===== config.mk =====
export PLATFORM = sky130hd
export DESIGN_NAME = arm_alu_execute_unit_core
export DESIGN_NICKNAME = d
export VERILOG_FILES = /design/src/design/aaeu_pkg.sv /design/src/design/aaeu_ram.sv /design/src/design/aaeu_shifter.sv /design/src/design/aaeu_alu.sv /design/src/design/arm_alu_execute_unit_core.sv
export SDC_FILE = /design/constraint.sdc
export NUM_CORES = 2
export LEC_CHECK = 0
export BUFFER_PORTS_ARGS = -buffer_cell sky130_fd_sc_hd__buf_4
export CORE_ASPECT_RATIO = 1.5
export CORE_MARGIN = 2
export CORE_UTILIZATION = 30
export DETAILED_ROUTE_END_ITERATION = 8
export MAX_ROUTING_LAYER = met4
export PLACE_DENSITY_LB_ADDON = 0.25
export SLEW_MARGIN = 20
export SYNTH_ARGS = -nofsm -noshare
export SYNTH_HDL_FRONTEND = slang
export SYNTH_HIERARCHICAL = 1
export SYNTH_SLANG_ARGS = --single-unit

===== constraint.sdc =====
create_clock -name clk -period 10.8 [get_ports clk]
set_input_delay 2.16 -clock clk [delete_from_list [all_inputs] [get_ports clk]]
set_output_delay 2.16 -clock clk [all_outputs]
set_load 0.01 [all_outputs]

===== src/design/aaeu_pkg.sv =====
`default_nettype none

package aaeu_pkg;

    localparam int WORD_BITS  = 32;
    localparam int SHAMT_W    = $clog2(WORD_BITS);
    localparam int REG_COUNT  = 15;
    localparam int REG_ADDR_W = 4;

    localparam logic [REG_ADDR_W-1:0] PC_REG = 4'd15;

    // condition codes
    localparam logic [3:0] COND_EQ = 4'd0;
    localparam logic [3:0] COND_NE = 4'd1;
    localparam logic [3:0] COND_GE = 4'd10;
    localparam logic [3:0] COND_LT = 4'd11;
    localparam logic [3:0] COND_GT = 4'd12;
    localparam logic [3:0] COND_LE = 4'd13;
    localparam logic [3:0] COND_AL = 4'd14;

    // data-processing opcodes
    localparam logic [3:0] OP_AND = 4'd0;
    localparam logic [3:0] OP_EOR = 4'd1;
    localparam logic [3:0] OP_SUB = 4'd2;
    localparam logic [3:0] OP_RSB = 4'd3;
    localparam logic [3:0] OP_ADD = 4'd4;
    localparam logic [3:0] OP_ADC = 4'd5;
    localparam logic [3:0] OP_SBC = 4'd6;
    localparam logic [3:0] OP_RSC = 4'd7;
    localparam logic [3:0] OP_TST = 4'd8;
    localparam logic [3:0] OP_TEQ = 4'd9;
    localparam logic [3:0] OP_CMP = 4'd10;
    localparam logic [3:0] OP_CMN = 4'd11;
    localparam logic [3:0] OP_ORR = 4'd12;
    localparam logic [3:0] OP_MOV = 4'd13;
    localparam logic [3:0] OP_BIC = 4'd14;
    localparam logic [3:0] OP_MVN = 4'd15;

    // shift types
    localparam logic [1:0] SH_LSL = 2'd0;
    localparam logic [1:0] SH_LSR = 2'd1;
    localparam logic [1:0] SH_ASR = 2'd2;
    localparam logic [1:0] SH_ROR = 2'd3;

    typedef struct packed {
        logic [WORD_BITS-1:0] instr;
        logic [WORD_BITS-1:0] pc_value;
    } in_t;

    typedef struct packed {
        logic                  executed;
        logic                  dest_written;
        logic [REG_ADDR_W-1:0] dest_reg;
        logic [WORD_BITS-1:0]  write_value;
        logic [3:0]            flags_nzcv;
    } out_t;

    function automatic logic [WORD_BITS-1:0] ror_word(
        input logic [WORD_BITS-1:0] x,
        input logic [SHAMT_W-1:0]   amt
    );
        logic [2*WORD_BITS-1:0] dbl;
        dbl = {x, x} >> amt;
        return dbl[WORD_BITS-1:0];
    endfunction

endpackage

`default_nettype wire


===== src/design/aaeu_ram.sv =====
`default_nettype none

// 1 write port, 2 read ports, registered read data
module aaeu_ram #(
    parameter int DATA_W = 32,
    parameter int DEPTH  = 16,
    parameter int ADDR_W = $clog2(DEPTH)
) (
    input  wire logic              clk,
    input  wire logic              wr_en,
    input  wire logic [ADDR_W-1:0] wr_addr,
    input  wire logic [DATA_W-1:0] wr_data,
    input  wire logic              rd_en,
    input  wire logic [ADDR_W-1:0] rd_addr_a,
    input  wire logic [ADDR_W-1:0] rd_addr_b,
    output logic      [DATA_W-1:0] rd_data_a,
    output logic      [DATA_W-1:0] rd_data_b
);

    logic [DATA_W-1:0] mem [DEPTH];

    always_ff @(posedge clk)
    begin
        if (wr_en)
        begin
            mem[wr_addr] <= wr_data;
        end
        if (rd_en)
        begin
            rd_data_a <= mem[rd_addr_a];
            rd_data_b <= mem[rd_addr_b];
        end
    end

endmodule

`default_nettype wire


===== src/design/aaeu_shifter.sv =====
`default_nettype none

// operand 2: rotated immediate or shifted Rm, with shifter carry out
module aaeu_shifter (
    input  wire logic [aaeu_pkg::WORD_BITS-1:0] instr,
    input  wire logic [aaeu_pkg::WORD_BITS-1:0] rm,
    input  wire logic [7:0]                     rs_amt,
    input  wire logic                           cin,
    output logic      [aaeu_pkg::WORD_BITS-1:0] op2,
    output logic                                carry
);

    localparam int W = aaeu_pkg::WORD_BITS;
    localparam logic [7:0] FULL_AMT = 8'(W);

    logic [1:0]                     shift_type;
    logic [7:0]                     nz_amt;
    logic                           nz_big;
    logic [aaeu_pkg::SHAMT_W:0]     nz_amt_c;
    logic [W:0]                     lsl_full;
    logic [W:0]                     lsr_full;
    logic [W:0]                     asr_full;
    logic [W-1:0]                   ror_val;
    logic [W-1:0]                   nz_val;
    logic                           nz_c;
    logic [aaeu_pkg::SHAMT_W-1:0]   rot;
    logic [W-1:0]                   imm_val;

    always_comb
    begin
        shift_type = instr[6:5];
        // immediate amount of zero encodes 32 for LSR/ASR
        if (instr[4])
        begin
            nz_amt = rs_amt;
        end
        else if (instr[11:7] == 5'd0)
        begin
            nz_amt = FULL_AMT;
        end
        else
        begin
            nz_amt = {3'b000, instr[11:7]};
        end

        nz_big   = nz_amt > FULL_AMT;
        nz_amt_c = nz_big ? FULL_AMT[aaeu_pkg::SHAMT_W:0] : nz_amt[aaeu_pkg::SHAMT_W:0];
        lsl_full = {1'b0, rm} << nz_amt_c;
        lsr_full = {rm, 1'b0} >> nz_amt_c;
        asr_full = $signed({rm, 1'b0}) >>> nz_amt_c;
        ror_val  = aaeu_pkg::ror_word(rm, nz_amt[aaeu_pkg::SHAMT_W-1:0]);

        case (shift_type)
            aaeu_pkg::SH_LSL:
            begin
                nz_val = nz_big ? '0 : lsl_full[W-1:0];
                nz_c   = nz_big ? 1'b0 : lsl_full[W];
            end
            aaeu_pkg::SH_LSR:
            begin
                nz_val = nz_big ? '0 : lsr_full[W:1];
                nz_c   = nz_big ? 1'b0 : lsr_full[0];
            end
            aaeu_pkg::SH_ASR:
            begin
                nz_val = asr_full[W:1];
                nz_c   = asr_full[0];
            end
            default:
            begin
                nz_val = ror_val;
                nz_c   = ror_val[W-1];
            end
        endcase

        rot     = {instr[11:8], 1'b0};
        imm_val = aaeu_pkg::ror_word({{(W-8){1'b0}}, instr[7:0]}, rot);

        if (instr[25])
        begin
            op2   = imm_val;
            carry = (rot == '0) ? cin : imm_val[W-1];
        end
        else if (instr[4] && rs_amt == 8'd0)
        begin
            op2   = rm;
            carry = cin;
        end
        else if (!instr[4] && instr[11:7] == 5'd0 && shift_type == aaeu_pkg::SH_LSL)
        begin
            op2   = rm;
            carry = cin;
        end
        else if (!instr[4] && instr[11:7] == 5'd0 && shift_type == aaeu_pkg::SH_ROR)
        begin
            // RRX
            op2   = {cin, rm[W-1:1]};
            carry = rm[0];
        end
        else
        begin
            op2   = nz_val;
            carry = nz_c;
        end
    end

endmodule

`default_nettype wire


===== src/design/aaeu_alu.sv =====
`default_nettype none

// condition check, data-processing ALU and MUL/MLA
module aaeu_alu (
    input  wire logic [aaeu_pkg::WORD_BITS-1:0] instr,
    input  wire logic [aaeu_pkg::WORD_BITS-1:0] rn,
    input  wire logic [aaeu_pkg::WORD_BITS-1:0] op2,
    input  wire logic                           shift_c,
    input  wire logic [aaeu_pkg::WORD_BITS-1:0] rm,
    input  wire logic [aaeu_pkg::WORD_BITS-1:0] rs,
    input  wire logic [aaeu_pkg::WORD_BITS-1:0] acc,
    input  wire logic [3:0]                     flags,
    output aaeu_pkg::out_t                      res
);

    localparam int W = aaeu_pkg::WORD_BITS;

    logic           fn, fz, fc, fv;
    logic           cond_ok;
    logic           is_dp;
    logic           is_mul;
    logic           run;
    logic [3:0]     op;
    logic [W-1:0]   add_x;
    logic [W-1:0]   add_y;
    logic           add_ci;
    logic           is_logic;
    logic [W-1:0]   logic_res;
    logic [W:0]     sum;
    logic           add_v;
    logic [W-1:0]   dp_res;
    logic [2*W-1:0] prod;
    logic [W-1:0]   mul_res;

    always_comb
    begin
        {fn, fz, fc, fv} = flags;

        case (instr[31:28])
            aaeu_pkg::COND_EQ: cond_ok = fz;
            aaeu_pkg::COND_NE: cond_ok = !fz;
            aaeu_pkg::COND_GE: cond_ok = fn == fv;
            aaeu_pkg::COND_LT: cond_ok = fn != fv;
            aaeu_pkg::COND_GT: cond_ok = !fz && fn == fv;
            aaeu_pkg::COND_LE: cond_ok = fz || fn != fv;
            aaeu_pkg::COND_AL: cond_ok = 1'b1;
            default:           cond_ok = 1'b0;
        endcase

        run    = instr != '0 && cond_ok && instr[27:26] == 2'b00;
        is_dp  = instr[25] || !instr[4] || !instr[7];
        is_mul = instr[27:22] == 6'd0 && instr[7:4] == 4'b1001;
        op     = instr[24:21];

        add_x     = rn;
        add_y     = ~op2;
        add_ci    = 1'b1;
        is_logic  = 1'b1;
        logic_res = '0;
        case (op)
            aaeu_pkg::OP_AND, aaeu_pkg::OP_TST: logic_res = rn & op2;
            aaeu_pkg::OP_EOR, aaeu_pkg::OP_TEQ: logic_res = rn ^ op2;
            aaeu_pkg::OP_SUB, aaeu_pkg::OP_CMP: is_logic = 1'b0;
            aaeu_pkg::OP_RSB:
            begin
                add_x    = op2;
                add_y    = ~rn;
                is_logic = 1'b0;
            end
            aaeu_pkg::OP_ADD, aaeu_pkg::OP_CMN:
            begin
                add_y    = op2;
                add_ci   = 1'b0;
                is_logic = 1'b0;
            end
            aaeu_pkg::OP_ADC:
            begin
                add_y    = op2;
                add_ci   = fc;
                is_logic = 1'b0;
            end
            aaeu_pkg::OP_SBC:
            begin
                add_ci   = fc;
                is_logic = 1'b0;
            end
            aaeu_pkg::OP_RSC:
            begin
                add_x    = op2;
                add_y    = ~rn;
                add_ci   = fc;
                is_logic = 1'b0;
            end
            aaeu_pkg::OP_ORR: logic_res = rn | op2;
            aaeu_pkg::OP_MOV: logic_res = op2;
            aaeu_pkg::OP_BIC: logic_res = rn & ~op2;
            default:          logic_res = ~op2;
        endcase

        sum    = {1'b0, add_x} + {1'b0, add_y} + {{W{1'b0}}, add_ci};
        add_v  = ~(add_x[W-1] ^ add_y[W-1]) & (add_x[W-1] ^ sum[W-1]);
        dp_res = is_logic ? logic_res : sum[W-1:0];

        prod    = rm * rs;
        mul_res = instr[21] ? prod[W-1:0] + acc : prod[W-1:0];

        res.executed     = 1'b0;
        res.dest_written = 1'b0;
        res.dest_reg     = '0;
        res.write_value  = '0;
        res.flags_nzcv   = flags;

        if (run && is_dp)
        begin
            res.executed    = 1'b1;
            res.write_value = dp_res;
            if (!(op inside {aaeu_pkg::OP_TST, aaeu_pkg::OP_TEQ,
                             aaeu_pkg::OP_CMP, aaeu_pkg::OP_CMN}))
            begin
                res.dest_written = 1'b1;
                res.dest_reg     = instr[15:12];
            end
            if (instr[20])
            begin
                res.flags_nzcv[3] = dp_res[W-1];
                res.flags_nzcv[2] = dp_res == '0;
                res.flags_nzcv[1] = is_logic ? shift_c : sum[W];
                res.flags_nzcv[0] = is_logic ? fv : add_v;
            end
        end
        else if (run && is_mul)
        begin
            res.executed     = 1'b1;
            res.dest_written = 1'b1;
            res.dest_reg     = instr[19:16];
            res.write_value  = mul_res;
            if (instr[20])
            begin
                res.flags_nzcv[3] = mul_res[W-1];
                res.flags_nzcv[2] = mul_res == '0;
            end
        end
    end

endmodule

`default_nettype wire


===== src/design/arm_alu_execute_unit_core.sv =====
`default_nettype none

// Channel   Direction  Payload            Handshake
// instr     to block   aaeu_pkg::in_t     instr_valid / instr_stall
// result    from block aaeu_pkg::out_t    result_valid / result_stall
//
// One instruction per cycle sustained while the result is not stalled. The accepting
// edge reads the register file into the execute stage, which then executes into the
// output register, where the result is shown until it is taken.
// The register file lives in two copies of a synchronous RAM with registered reads,
// giving four read ports; the entry written at the edge an instruction reads the RAM
// comes through a one-entry bypass register. Flags are held in flops.
// Reset clears the flags, the bypass and one valid bit per register (an entry
// never written reads zero); no clearing pass is needed.
// A stalled result holds the execute stage, which then stalls the instr channel.

module arm_alu_execute_unit_core (
    input  wire logic           clk,
    input  wire logic           rst_n,
    input  wire logic           instr_valid,
    output logic                instr_stall,
    input  wire aaeu_pkg::in_t  instr_data,
    output logic                result_valid,
    input  wire logic           result_stall,
    output aaeu_pkg::out_t      result_data
);

    localparam int W  = aaeu_pkg::WORD_BITS;
    localparam int RC = aaeu_pkg::REG_COUNT;
    localparam int AW = aaeu_pkg::REG_ADDR_W;

    // control
    logic           accept;
    logic           advance;
    logic           ex_valid_reg, ex_valid_next;
    logic           result_valid_reg, result_valid_next;

    // execute-stage transaction
    aaeu_pkg::in_t  ex_data_reg;
    aaeu_pkg::out_t result_data_reg;

    // architectural state
    logic [3:0]     flags_reg, flags_next;
    logic [RC-1:0]  regs_valid_reg, regs_valid_next;
    logic [RC:0]    valid_ext;

    // bypass of the most recent register write
    logic           byp_valid_reg, byp_valid_next;
    logic [AW-1:0]  byp_idx_reg;
    logic [W-1:0]   byp_data_reg;

    // RAM read data (copy A: Rn, Rm; copy B: Rs, MLA accumulate)
    logic [W-1:0]   raw_rn, raw_rm, raw_rs, raw_acc;
    logic [W-1:0]   op_rn, op_rm, op_rs, op_acc;

    logic [W-1:0]   op2;
    logic           shift_c;
    aaeu_pkg::out_t ex_res;

    logic           wb_en;
    logic [AW-1:0]  wb_addr;

    function automatic logic [W-1:0] pick_operand(
        input logic [AW-1:0] idx,
        input logic [W-1:0]  raw,
        input logic [W-1:0]  pc,
        input logic          byp_valid,
        input logic [AW-1:0] byp_idx,
        input logic [W-1:0]  byp_data,
        input logic [RC:0]   valid_bits
    );
        logic [W-1:0] val;
        if (idx == aaeu_pkg::PC_REG)
        begin
            val = pc;
        end
        else if (byp_valid && byp_idx == idx)
        begin
            val = byp_data;
        end
        else if (valid_bits[idx])
        begin
            val = raw;
        end
        else
        begin
            val = '0;
        end
        return val;
    endfunction

    // handshake
    assign advance      = ex_valid_reg && (!result_valid_reg || !result_stall);
    assign instr_stall  = ex_valid_reg && !advance;
    assign accept       = instr_valid && !instr_stall;
    assign result_valid = result_valid_reg;
    assign result_data  = result_data_reg;

    always_comb
    begin
        if (accept)
        begin
            ex_valid_next = 1'b1;
        end
        else if (advance)
        begin
            ex_valid_next = 1'b0;
        end
        else
        begin
            ex_valid_next = ex_valid_reg;
        end

        if (advance)
        begin
            result_valid_next = 1'b1;
        end
        else if (!result_stall)
        begin
            result_valid_next = 1'b0;
        end
        else
        begin
            result_valid_next = result_valid_reg;
        end
    end

    aaeu_ram #(
        .DATA_W (W),
        .DEPTH  (RC),
        .ADDR_W (AW)
    ) u_rf_a (
        .clk       (clk),
        .wr_en     (wb_en),
        .wr_addr   (wb_addr),
        .wr_data   (ex_res.write_value),
        .rd_en     (accept),
        .rd_addr_a (instr_data.instr[19:16]),
        .rd_addr_b (instr_data.instr[3:0]),
        .rd_data_a (raw_rn),
        .rd_data_b (raw_rm)
    );

    aaeu_ram #(
        .DATA_W (W),
        .DEPTH  (RC),
        .ADDR_W (AW)
    ) u_rf_b (
        .clk       (clk),
        .wr_en     (wb_en),
        .wr_addr   (wb_addr),
        .wr_data   (ex_res.write_value),
        .rd_en     (accept),
        .rd_addr_a (instr_data.instr[11:8]),
        .rd_addr_b (instr_data.instr[15:12]),
        .rd_data_a (raw_rs),
        .rd_data_b (raw_acc)
    );

    // operand resolve: PC, then bypass, then RAM (zero if never written)
    assign valid_ext = {1'b0, regs_valid_reg};

    always_comb
    begin
        op_rn  = pick_operand(ex_data_reg.instr[19:16], raw_rn, ex_data_reg.pc_value,
                              byp_valid_reg, byp_idx_reg, byp_data_reg, valid_ext);
        op_rm  = pick_operand(ex_data_reg.instr[3:0], raw_rm, ex_data_reg.pc_value,
                              byp_valid_reg, byp_idx_reg, byp_data_reg, valid_ext);
        op_rs  = pick_operand(ex_data_reg.instr[11:8], raw_rs, ex_data_reg.pc_value,
                              byp_valid_reg, byp_idx_reg, byp_data_reg, valid_ext);
        op_acc = pick_operand(ex_data_reg.instr[15:12], raw_acc, ex_data_reg.pc_value,
                              byp_valid_reg, byp_idx_reg, byp_data_reg, valid_ext);
    end

    aaeu_shifter u_shifter (
        .instr  (ex_data_reg.instr),
        .rm     (op_rm),
        .rs_amt (op_rs[7:0]),
        .cin    (flags_reg[1]),
        .op2    (op2),
        .carry  (shift_c)
    );

    aaeu_alu u_alu (
        .instr   (ex_data_reg.instr),
        .rn      (op_rn),
        .op2     (op2),
        .shift_c (shift_c),
        .rm      (op_rm),
        .rs      (op_rs),
        .acc     (op_acc),
        .flags   (flags_reg),
        .res     (ex_res)
    );

    // writeback; destination PC is reported but not stored
    assign wb_en   = advance && ex_res.dest_written && ex_res.dest_reg != aaeu_pkg::PC_REG;
    assign wb_addr = ex_res.dest_reg;

    always_comb
    begin
        flags_next      = advance ? ex_res.flags_nzcv : flags_reg;
        regs_valid_next = regs_valid_reg;
        byp_valid_next  = byp_valid_reg;
        if (wb_en)
        begin
            regs_valid_next = regs_valid_reg | ({{(RC-1){1'b0}}, 1'b1} << wb_addr);
            byp_valid_next  = 1'b1;
        end
    end

    always_ff @(posedge clk or negedge rst_n)
    begin
        if (!rst_n)
        begin
            ex_valid_reg     <= 1'b0;
            result_valid_reg <= 1'b0;
            flags_reg        <= '0;
            regs_valid_reg   <= '0;
            byp_valid_reg    <= 1'b0;
        end
        else
        begin
            ex_valid_reg     <= ex_valid_next;
            result_valid_reg <= result_valid_next;
            flags_reg        <= flags_next;
            regs_valid_reg   <= regs_valid_next;
            byp_valid_reg    <= byp_valid_next;
        end
    end

    always_ff @(posedge clk)
    begin
        if (accept)
        begin
            ex_data_reg <= instr_data;
        end
        if (advance)
        begin
            result_data_reg <= ex_res;
        end
        if (wb_en)
        begin
            byp_idx_reg  <= wb_addr;
            byp_data_reg <= ex_res.write_value;
        end
    end

endmodule

`default_nettype wire


======== After elaboration in Yosys (flattened, before gate mapping) ========
Memory sizes are Yosys's and may differ from the RTL's. A register that Yosys moved wholly into a read port is not among the register bits.
Index checks and enable logic that the tools add are counted.
storage, ports and cells
  bits of input ports ..................... 68
  memory bits (writable) .................. 960
  flip-flop bits (word level) ............. 164
  memories ................................ 2
memories
  name        depth  width  rd ports  clocked after Yosys merged registers in  wr ports  line            RTL
  u_rf_a.mem  15     32     2         2                                        1         aaeu_ram.sv:20  logic [DATA_W-1:0] mem [DEPTH];
  u_rf_b.mem  15     32     2         2                                        1         aaeu_ram.sv:20
operators by class
  equal/unequal tests ..................... 36
  order comparisons ....................... 5
  bitwise gates (word level) .............. 11
  shifts and indexed selects .............. 6
  muxes and demuxes ....................... 59
  reduce and logical (&&, ||, !) cells .... 50
  $mul .................................... 1
  $add $sub $neg .......................... 3
operator list
  kind                                                        count
  two-way mux 32 bit                                          21
  one-hot mux 32 bit (5 select lines)                         1
  one-hot mux 32 bit (3 select lines)                         1
  equality test 4 bit, second input constant                  17
  bitwise AND 32 bit                                          2
  zero test 32 bit                                            2
  inverter 32 bit                                             2
  one-hot mux 32 bit (2 select lines)                         1
  >> shifter 64 x 5 -> 32 bit                                 1
  two-way mux 40 bit                                          1
  >> shifter 40 x 5 -> 32 bit                                 1
  two-way mux 39 bit                                          1
  adder 32 x 32 -> 33 bit                                     1
  adder 33 x 1 -> 33 bit                                      1
  << shifter 32 x 6 -> 33 bit                                 1
  >> shifter 33 x 6 -> 33 bit                                 1
  >>> shifter 33 x 6 -> 33 bit                                1
  adder 32 bit                                                1
  multiplier 32 x 32 -> 32 bit                                1
  bitwise OR 32 bit                                           1
  nonzero test 32 bit                                         1
  bitwise XOR 32 bit                                          1
  less-than comparator 4 x 5 -> 1 bit, second input constant  4
  logical AND 1 bit                                           19
  38 further kinds                                            87

======== Depth between registers and ports, before layout ========
  depth after elaboration ................. 28
  mapped depth ............................ 48

======== Hierarchy ========
Netlist, hierarchy kept.
modules (own cells, without submodules)
  module                     instances  cells each  sequential area each (um2)  area each (um2)
  aaeu_ram at u_rf_a         1          1263        16335.7                     23799.1
  aaeu_ram at u_rf_b         1          1260        16335.7                     23784.1
  aaeu_alu                   1          2995        0.0                         23540.1
  arm_alu_execute_unit_core  1          862         4814.6                      8743.4
  aaeu_shifter               1          1193        0.0                         8420.6

======== Worst setup path before layout ========
Ideal clock, no wire load.
  path type ............................... register -> register
  start point ............................. register ex_data_reg[42] (netlist bit)
  end point ............................... register byp_data_reg[26] (data pin)
  arrival ................................. 11.070 ns
  clock period less this slack ............ 11.524 ns
  path slack .............................. -0.724 ns
  stages on the path, launching flop included .. 40
  cell sequence ........................... edfxtp_1 -> xor2_1 -> nor3_1 -> and3_1 -> clkbuf_1 -> clkbuf_1 -> nand2_1 -> a31oi_1 -> clkbuf_1 -> and2_1 -> fa_1 -> fa_1 -> fa_1 -> inv_1 -> fa_1 -> inv_1 -> fa_1 -> inv_1 -> (+4 left out) -> ha_1 -> and3_1 -> and2_1 -> nand3_1 -> o211a_1 -> nor3_1 -> a31oi_1 -> xnor2_1 -> ha_1 -> clkbuf_1 -> nand4_1 -> a2111oi_0 -> o211ai_1 -> nand3_1 -> xor2_1 -> nand2_1 -> a21boi_0 -> o21ai_0
RTL lines
  item                      line                              RTL
  start: declaration        arm_alu_execute_unit_core.sv:39   aaeu_pkg::in_t ex_data_reg;
  start signal: assignment  arm_alu_execute_unit_core.sv:236  ex_data_reg <= instr_data;
  end signal: assignment    arm_alu_execute_unit_core.sv:245  byp_data_reg <= ex_res.write_value;
  end: declaration          arm_alu_execute_unit_core.sv:50   logic [W-1:0] byp_data_reg;

==> report_table.html <==
<table>
<tr><th>Metric</th><th>Value</th></tr>
<tr><th colspan="2">STA</th></tr>
<tr><td>Final hold violation count</td><td>0</td></tr>
<tr><td>Tightest hold margin</td><td>about 0.49 ns</td></tr>
<tr><td>Slew margin rel.</td><td>about 18%</td></tr>
<tr><td>Total setup violations reported at the end of the flow</td><td>25</td></tr>
<tr><td>Maximum frequency from static timing analysis</td><td>between 90 and 100 MHz</td></tr>
<tr><td>Final Max Slew Viols</td><td>0</td></tr>
<tr><td>RSZ-0062 raised after global routing</td><td>yes</td></tr>
<tr><td>Total negative slack</td><td>-1.16 ns</td></tr>
<tr><td>Fin worst setup slack</td><td>-0.0723 ns</td></tr>
<tr><td>Actual slew at the worst max-slew pin</td><td>1.23 ns</td></tr>
<tr><td>Final period util</td><td>101%</td></tr>
<tr><td>Worst-case clock skew</td><td>0.0839 ns</td></tr>
<tr><td>Clock period minus final worst setup slack</td><td>10.87 ns</td></tr>
<tr><th colspan="2">CTS</th></tr>
<tr><td>CTS H-tree depth</td><td>4</td></tr>
<tr><td>Clock transition at the registers of the reported paths</td><td>0.07 ns</td></tr>
<tr><td>Clock insertion delay at the later pin of the skew report</td><td>0.85 ns</td></tr>
<tr><td>TritonCTS clock tree</td><td>done</td></tr>
<tr><td>CTS Hold Bufs</td><td>0</td></tr>
<tr><td>Clock buffer count from CTS</td><td>between 100 and 150</td></tr>
<tr><td>Number of clock sinks seen by CTS</td><td>between 1k and 1.5k</td></tr>
<tr><td>Cell at the root of the clock tree</td><td>sky130_fd_sc_hd__clkbuf_16</td></tr>
<tr><td>Maximum clock insertion buffer count</td><td>4</td></tr>
<tr><th colspan="2">Worst setup path</th></tr>
<tr><td>Crit path from</td><td>ex_data_reg[41]</td></tr>
<tr><td>Crit path buffers/inverters</td><td>15</td></tr>
<tr><td>Kind of cell adding the most delay to the critical path</td><td>adder cells</td></tr>
<tr><td>Crit start category</td><td>flip-flop</td></tr>
<tr><td>Critical path required time</td><td>around 11 ns</td></tr>
<tr><td>CP Max Fanout</td><td>12</td></tr>
<tr><td>Crit end category</td><td>flip-flop</td></tr>
<tr><td>Critical Path AT</td><td>approximately 11 ns</td></tr>
<tr><td>Startpoint of the most critical register-to-register path</td><td>ex_data_reg[41]</td></tr>
<tr><td>WS Path Type</td><td>flip-flop to flip-flop</td></tr>
<tr><td>Critical Path Max Stage Delay</td><td>0.61 ns</td></tr>
<tr><td>Cell occurring most often along the worst timing path</td><td>sky130_fd_sc_hd__fa_1</td></tr>
<tr><td>Library cell contributing the largest single delay on the critical path</td><td>sky130_fd_sc_hd__fa_2</td></tr>
<tr><th colspan="2">Global routing</th></tr>
<tr><td>GRT Util Overall</td><td>28.4%</td></tr>
<tr><td>Vias in the first global route</td><td>73.2k</td></tr>
<tr><td>Sum of overflow across all layers after global routing</td><td>0</td></tr>
<tr><td>Antenna violations before repair</td><td>21</td></tr>
<tr><td>Global-route wire length before repair</td><td>~580,000 um</td></tr>
<tr><td>Maximum number of pins on one net before global-route repair</td><td>136</td></tr>
<tr><th colspan="2">Layout</th></tr>
<tr><td>Post-route standard cell area excluding fillers</td><td>roughly 110,000 um2</td></tr>
<tr><td>Area growth from synthesis to layout</td><td>22.3%</td></tr>
<tr><td>Most frequent cells in the layout</td><td>1,230 x sky130_fd_sc_hd__edfxtp_1, 1,137 x sky130_fd_sc_hd__buf_4, 808 x sky130_fd_sc_hd__nand2_1</td></tr>
<tr><td>Layout cell share with drive strength beyond 1</td><td>26.9%</td></tr>
<tr><td>Final core utilization</td><td>36.8%</td></tr>
<tr><td># nets final</td><td>9,129</td></tr>
<tr><td>Most common cell after layout, fill and taps aside</td><td>sky130_fd_sc_hd__edfxtp_1</td></tr>
<tr><th colspan="2">Logic synthesis</th></tr>
<tr><td>Fraction of synthesized cell area taken by the top area cell type</td><td>41.8%</td></tr>
<tr><td>Cell types occupying the most area after synthesis</td><td>sky130_fd_sc_hd__edfxtp_1 42%, sky130_fd_sc_hd__mux4_2 11%, sky130_fd_sc_hd__fa_1 9.3%</td></tr>
<tr><td>Leading area contributor after synthesis</td><td>sky130_fd_sc_hd__edfxtp_1</td></tr>
<tr><td>Flip-flop and latch count after synthesis</td><td>1,252</td></tr>
<tr><td>Synthesized netlist cell count</td><td>7,573</td></tr>
<tr><td>Predominant post-synthesis flop cell</td><td>sky130_fd_sc_hd__edfxtp_1</td></tr>
<tr><td>Yosys synthesis warning count</td><td>6</td></tr>
<tr><td>Sequential area share after synthesis</td><td>42.5%</td></tr>
<tr><td>Number of synthesized flops with an enable pin</td><td>1,230</td></tr>
<tr><td>Netlist area before placement</td><td>88,300 um2</td></tr>
<tr><td>Post-Syn Nets</td><td>8,271</td></tr>
<tr><td>Share of flip-flops with an asynchronous set or reset</td><td>1.76%</td></tr>
<tr><td>Distinct cells, synth</td><td>about 110</td></tr>
<tr><td>Mean cell area of the mapped netlist</td><td>11.7 um2</td></tr>
<tr><th colspan="2">Drt</th></tr>
<tr><td>Number of violations reported at the end of detailed-routing iteration 0</td><td>7,035</td></tr>
<tr><td>DRC</td><td>0</td></tr>
<tr><td>Number of vias after detailed routing</td><td>70.5k</td></tr>
<tr><td>Detail Route Antenna Nets</td><td>0</td></tr>
<tr><td>Vias per cell</td><td>5.65</td></tr>
<tr><td>Detailed-route wire length per cell</td><td>33.5 um</td></tr>
<tr><td>Routed wire length</td><td>418,000 um</td></tr>
<tr><td>Number of search-and-repair iterations in the first detailed-routing pass</td><td>8</td></tr>
<tr><th colspan="2">Die</th></tr>
<tr><td>Number of rows created at floorplan</td><td>244</td></tr>
<tr><td>Die area</td><td>299,000 um2</td></tr>
<tr><td>Effective utilization at floorplan</td><td>a little under a third</td></tr>
<tr><td>Die extent in y</td><td>approximately 670 um</td></tr>
<tr><td>Number of top-level design ports</td><td>approximately 110</td></tr>
<tr><td>Horizontal die dimension</td><td>~450 um</td></tr>
<tr><td>Core area</td><td>roughly 300,000 um2</td></tr>
<tr><th colspan="2">Worst hold path</th></tr>
<tr><td>Hold Path Class</td><td>flip-flop to flip-flop</td></tr>
<tr><td>Hold wc startpoint</td><td>ex_valid_reg</td></tr>
<tr><th colspan="2">Outcome</th></tr>
<tr><td>Failing checks</td><td>negative setup slack</td></tr>
<tr><td>Run status</td><td>finished with violations</td></tr>
<tr><th colspan="2">Placed design</th></tr>
<tr><td>Setup slack after placement</td><td>-0.705 ns</td></tr>
<tr><td>Number of I/O port buffers</td><td>approximately 110</td></tr>
<tr><td>Area after DPL</td><td>102,000 um2</td></tr>
<tr><td>Routability cong.</td><td>around 1.1</td></tr>
<tr><td>Detailed-placement wirelength estimate</td><td>307,000 um</td></tr>
<tr><th colspan="2">Job</th></tr>
<tr><td>Max capacitance violation total</td><td>0</td></tr>
<tr><th colspan="2">Pwr</th></tr>
<tr><td>Worst vdd rail ir drop</td><td>0.000113 V</td></tr>
<tr><td>Leakage power total</td><td>around 41 nW</td></tr>
<tr><td>Power per unit of standard cell area</td><td>125 nW/um2</td></tr>
</table>
[layer usage]
metal,GRT usage [%],share of wire [%]
met1,30.6,35
met2,48.6,50
met3,3.34,5.3
met4,20.1,8.8
met5,-,0
[Yosys cell counts (14+ instances only)]
master                      count
sky130_fd_sc_hd__and2_1       267
sky130_fd_sc_hd__buf_1         32
sky130_fd_sc_hd__or3_1         23
sky130_fd_sc_hd__inv_1        553
sky130_fd_sc_hd__and3_1        20
sky130_fd_sc_hd__buf_4         33
sky130_fd_sc_hd__nor4_1        26
sky130_fd_sc_hd__buf_6         29
sky130_fd_sc_hd__buf_2        128
sky130_fd_sc_hd__xor2_1        50
sky130_fd_sc_hd__edfxtp_1    1230
sky130_fd_sc_hd__a221oi_1      31
sky130_fd_sc_hd__o221ai_1      51
sky130_fd_sc_hd__o211ai_1     142
sky130_fd_sc_hd__mux2_2        83
sky130_fd_sc_hd__o22ai_2       30
sky130_fd_sc_hd__nor3_1        69
sky130_fd_sc_hd__o21a_1        22
sky130_fd_sc_hd__dfrtp_1       22
sky130_fd_sc_hd__mux4_2       412
sky130_fd_sc_hd__o22ai_1       80
sky130_fd_sc_hd__o21ai_0      189
sky130_fd_sc_hd__a22o_1        21
sky130_fd_sc_hd__clkbuf_1     343
sky130_fd_sc_hd__nand3b_1      14
sky130_fd_sc_hd__o2111ai_1     22
sky130_fd_sc_hd__nor2_1       438
sky130_fd_sc_hd__xnor2_1      104
sky130_fd_sc_hd__nand3_1      175
sky130_fd_sc_hd__a211oi_1      79
sky130_fd_sc_hd__nand2_1      809
sky130_fd_sc_hd__a21oi_1      341
sky130_fd_sc_hd__a31oi_1      144
sky130_fd_sc_hd__ha_1         219
sky130_fd_sc_hd__nand2b_1      28
sky130_fd_sc_hd__fa_1         411
sky130_fd_sc_hd__o21ai_1       35
sky130_fd_sc_hd__mux2i_1      329
sky130_fd_sc_hd__nand4_1       30
sky130_fd_sc_hd__a21o_1        26
sky130_fd_sc_hd__a22oi_1      156
sky130_fd_sc_hd__nor2b_1       35
[repair_timing]
item / 4_1_cts / 5_1_grt
endpoints found under the setup margin: 324 / 324
resized for setup: 126 / 62
pin swaps: 30 / 30
gates cloned: 6 / 2
setup buffers: 44 / 17
[final timing paths]
check                                    end  cells past startpoint  slack (ns)
hold reg to reg                 result_valid                      1        0.49
min in group asynchronous       flags_reg[0]                      1        1.36
max in group asynchronous       ex_valid_reg                      1        8.95
setup reg to reg           u_rf_b/mem[0][31]                     43       -0.07
hold / removal                  result_valid                      1        0.49
setup / recovery           u_rf_b/mem[0][31]                     43       -0.07
[where the power goes]
group | internal [mW] | switching (mW)
Combinational | 1.32 | 2.04
Sequential | 5.39 | 0.110
Clock | 2.67 | 2.02
Total | 9.37 | 4.18
[through the flow]
step	power [mW]	cells
6_report	13.5	12500
3_5_place_dp	8.80	12200
2_1_floorplan	7.09	7573
5_1_grt	14.0	12500
3_3_place_gp	8.80	12200
4_1_cts	13.6	12400
[logic make-up (layout without fill, tap and decap cells)]
group           count (synthesis)  in the layout  synth area share (%)
fa+ha+maj                     630            630                  12.4
compound gates               1588           1588                  12.4
other cells                     0             14                     0
buf+inv                      1121           2080                  5.34
mux                           827            827                  15.4
flops                        1252           1252                  42.5
xor+xnor                      154            154                  1.53
simple gates                 2001           2001                  10.5
[cell type report]
type / instances / area [um2]
diodes: 14 / 35.0
clock buffers: 168 / 3710
clock inverters: 76 / 611
fillers: 28800 / 186000
inverters: 555 / 2080
multi-input cells: 5200 / 48000
flip-flops and latches: 1252 / 37500
well taps: 3936 / 4920
repair buffers: 1281 / 11100
Power figures use the tool's default switching activity.
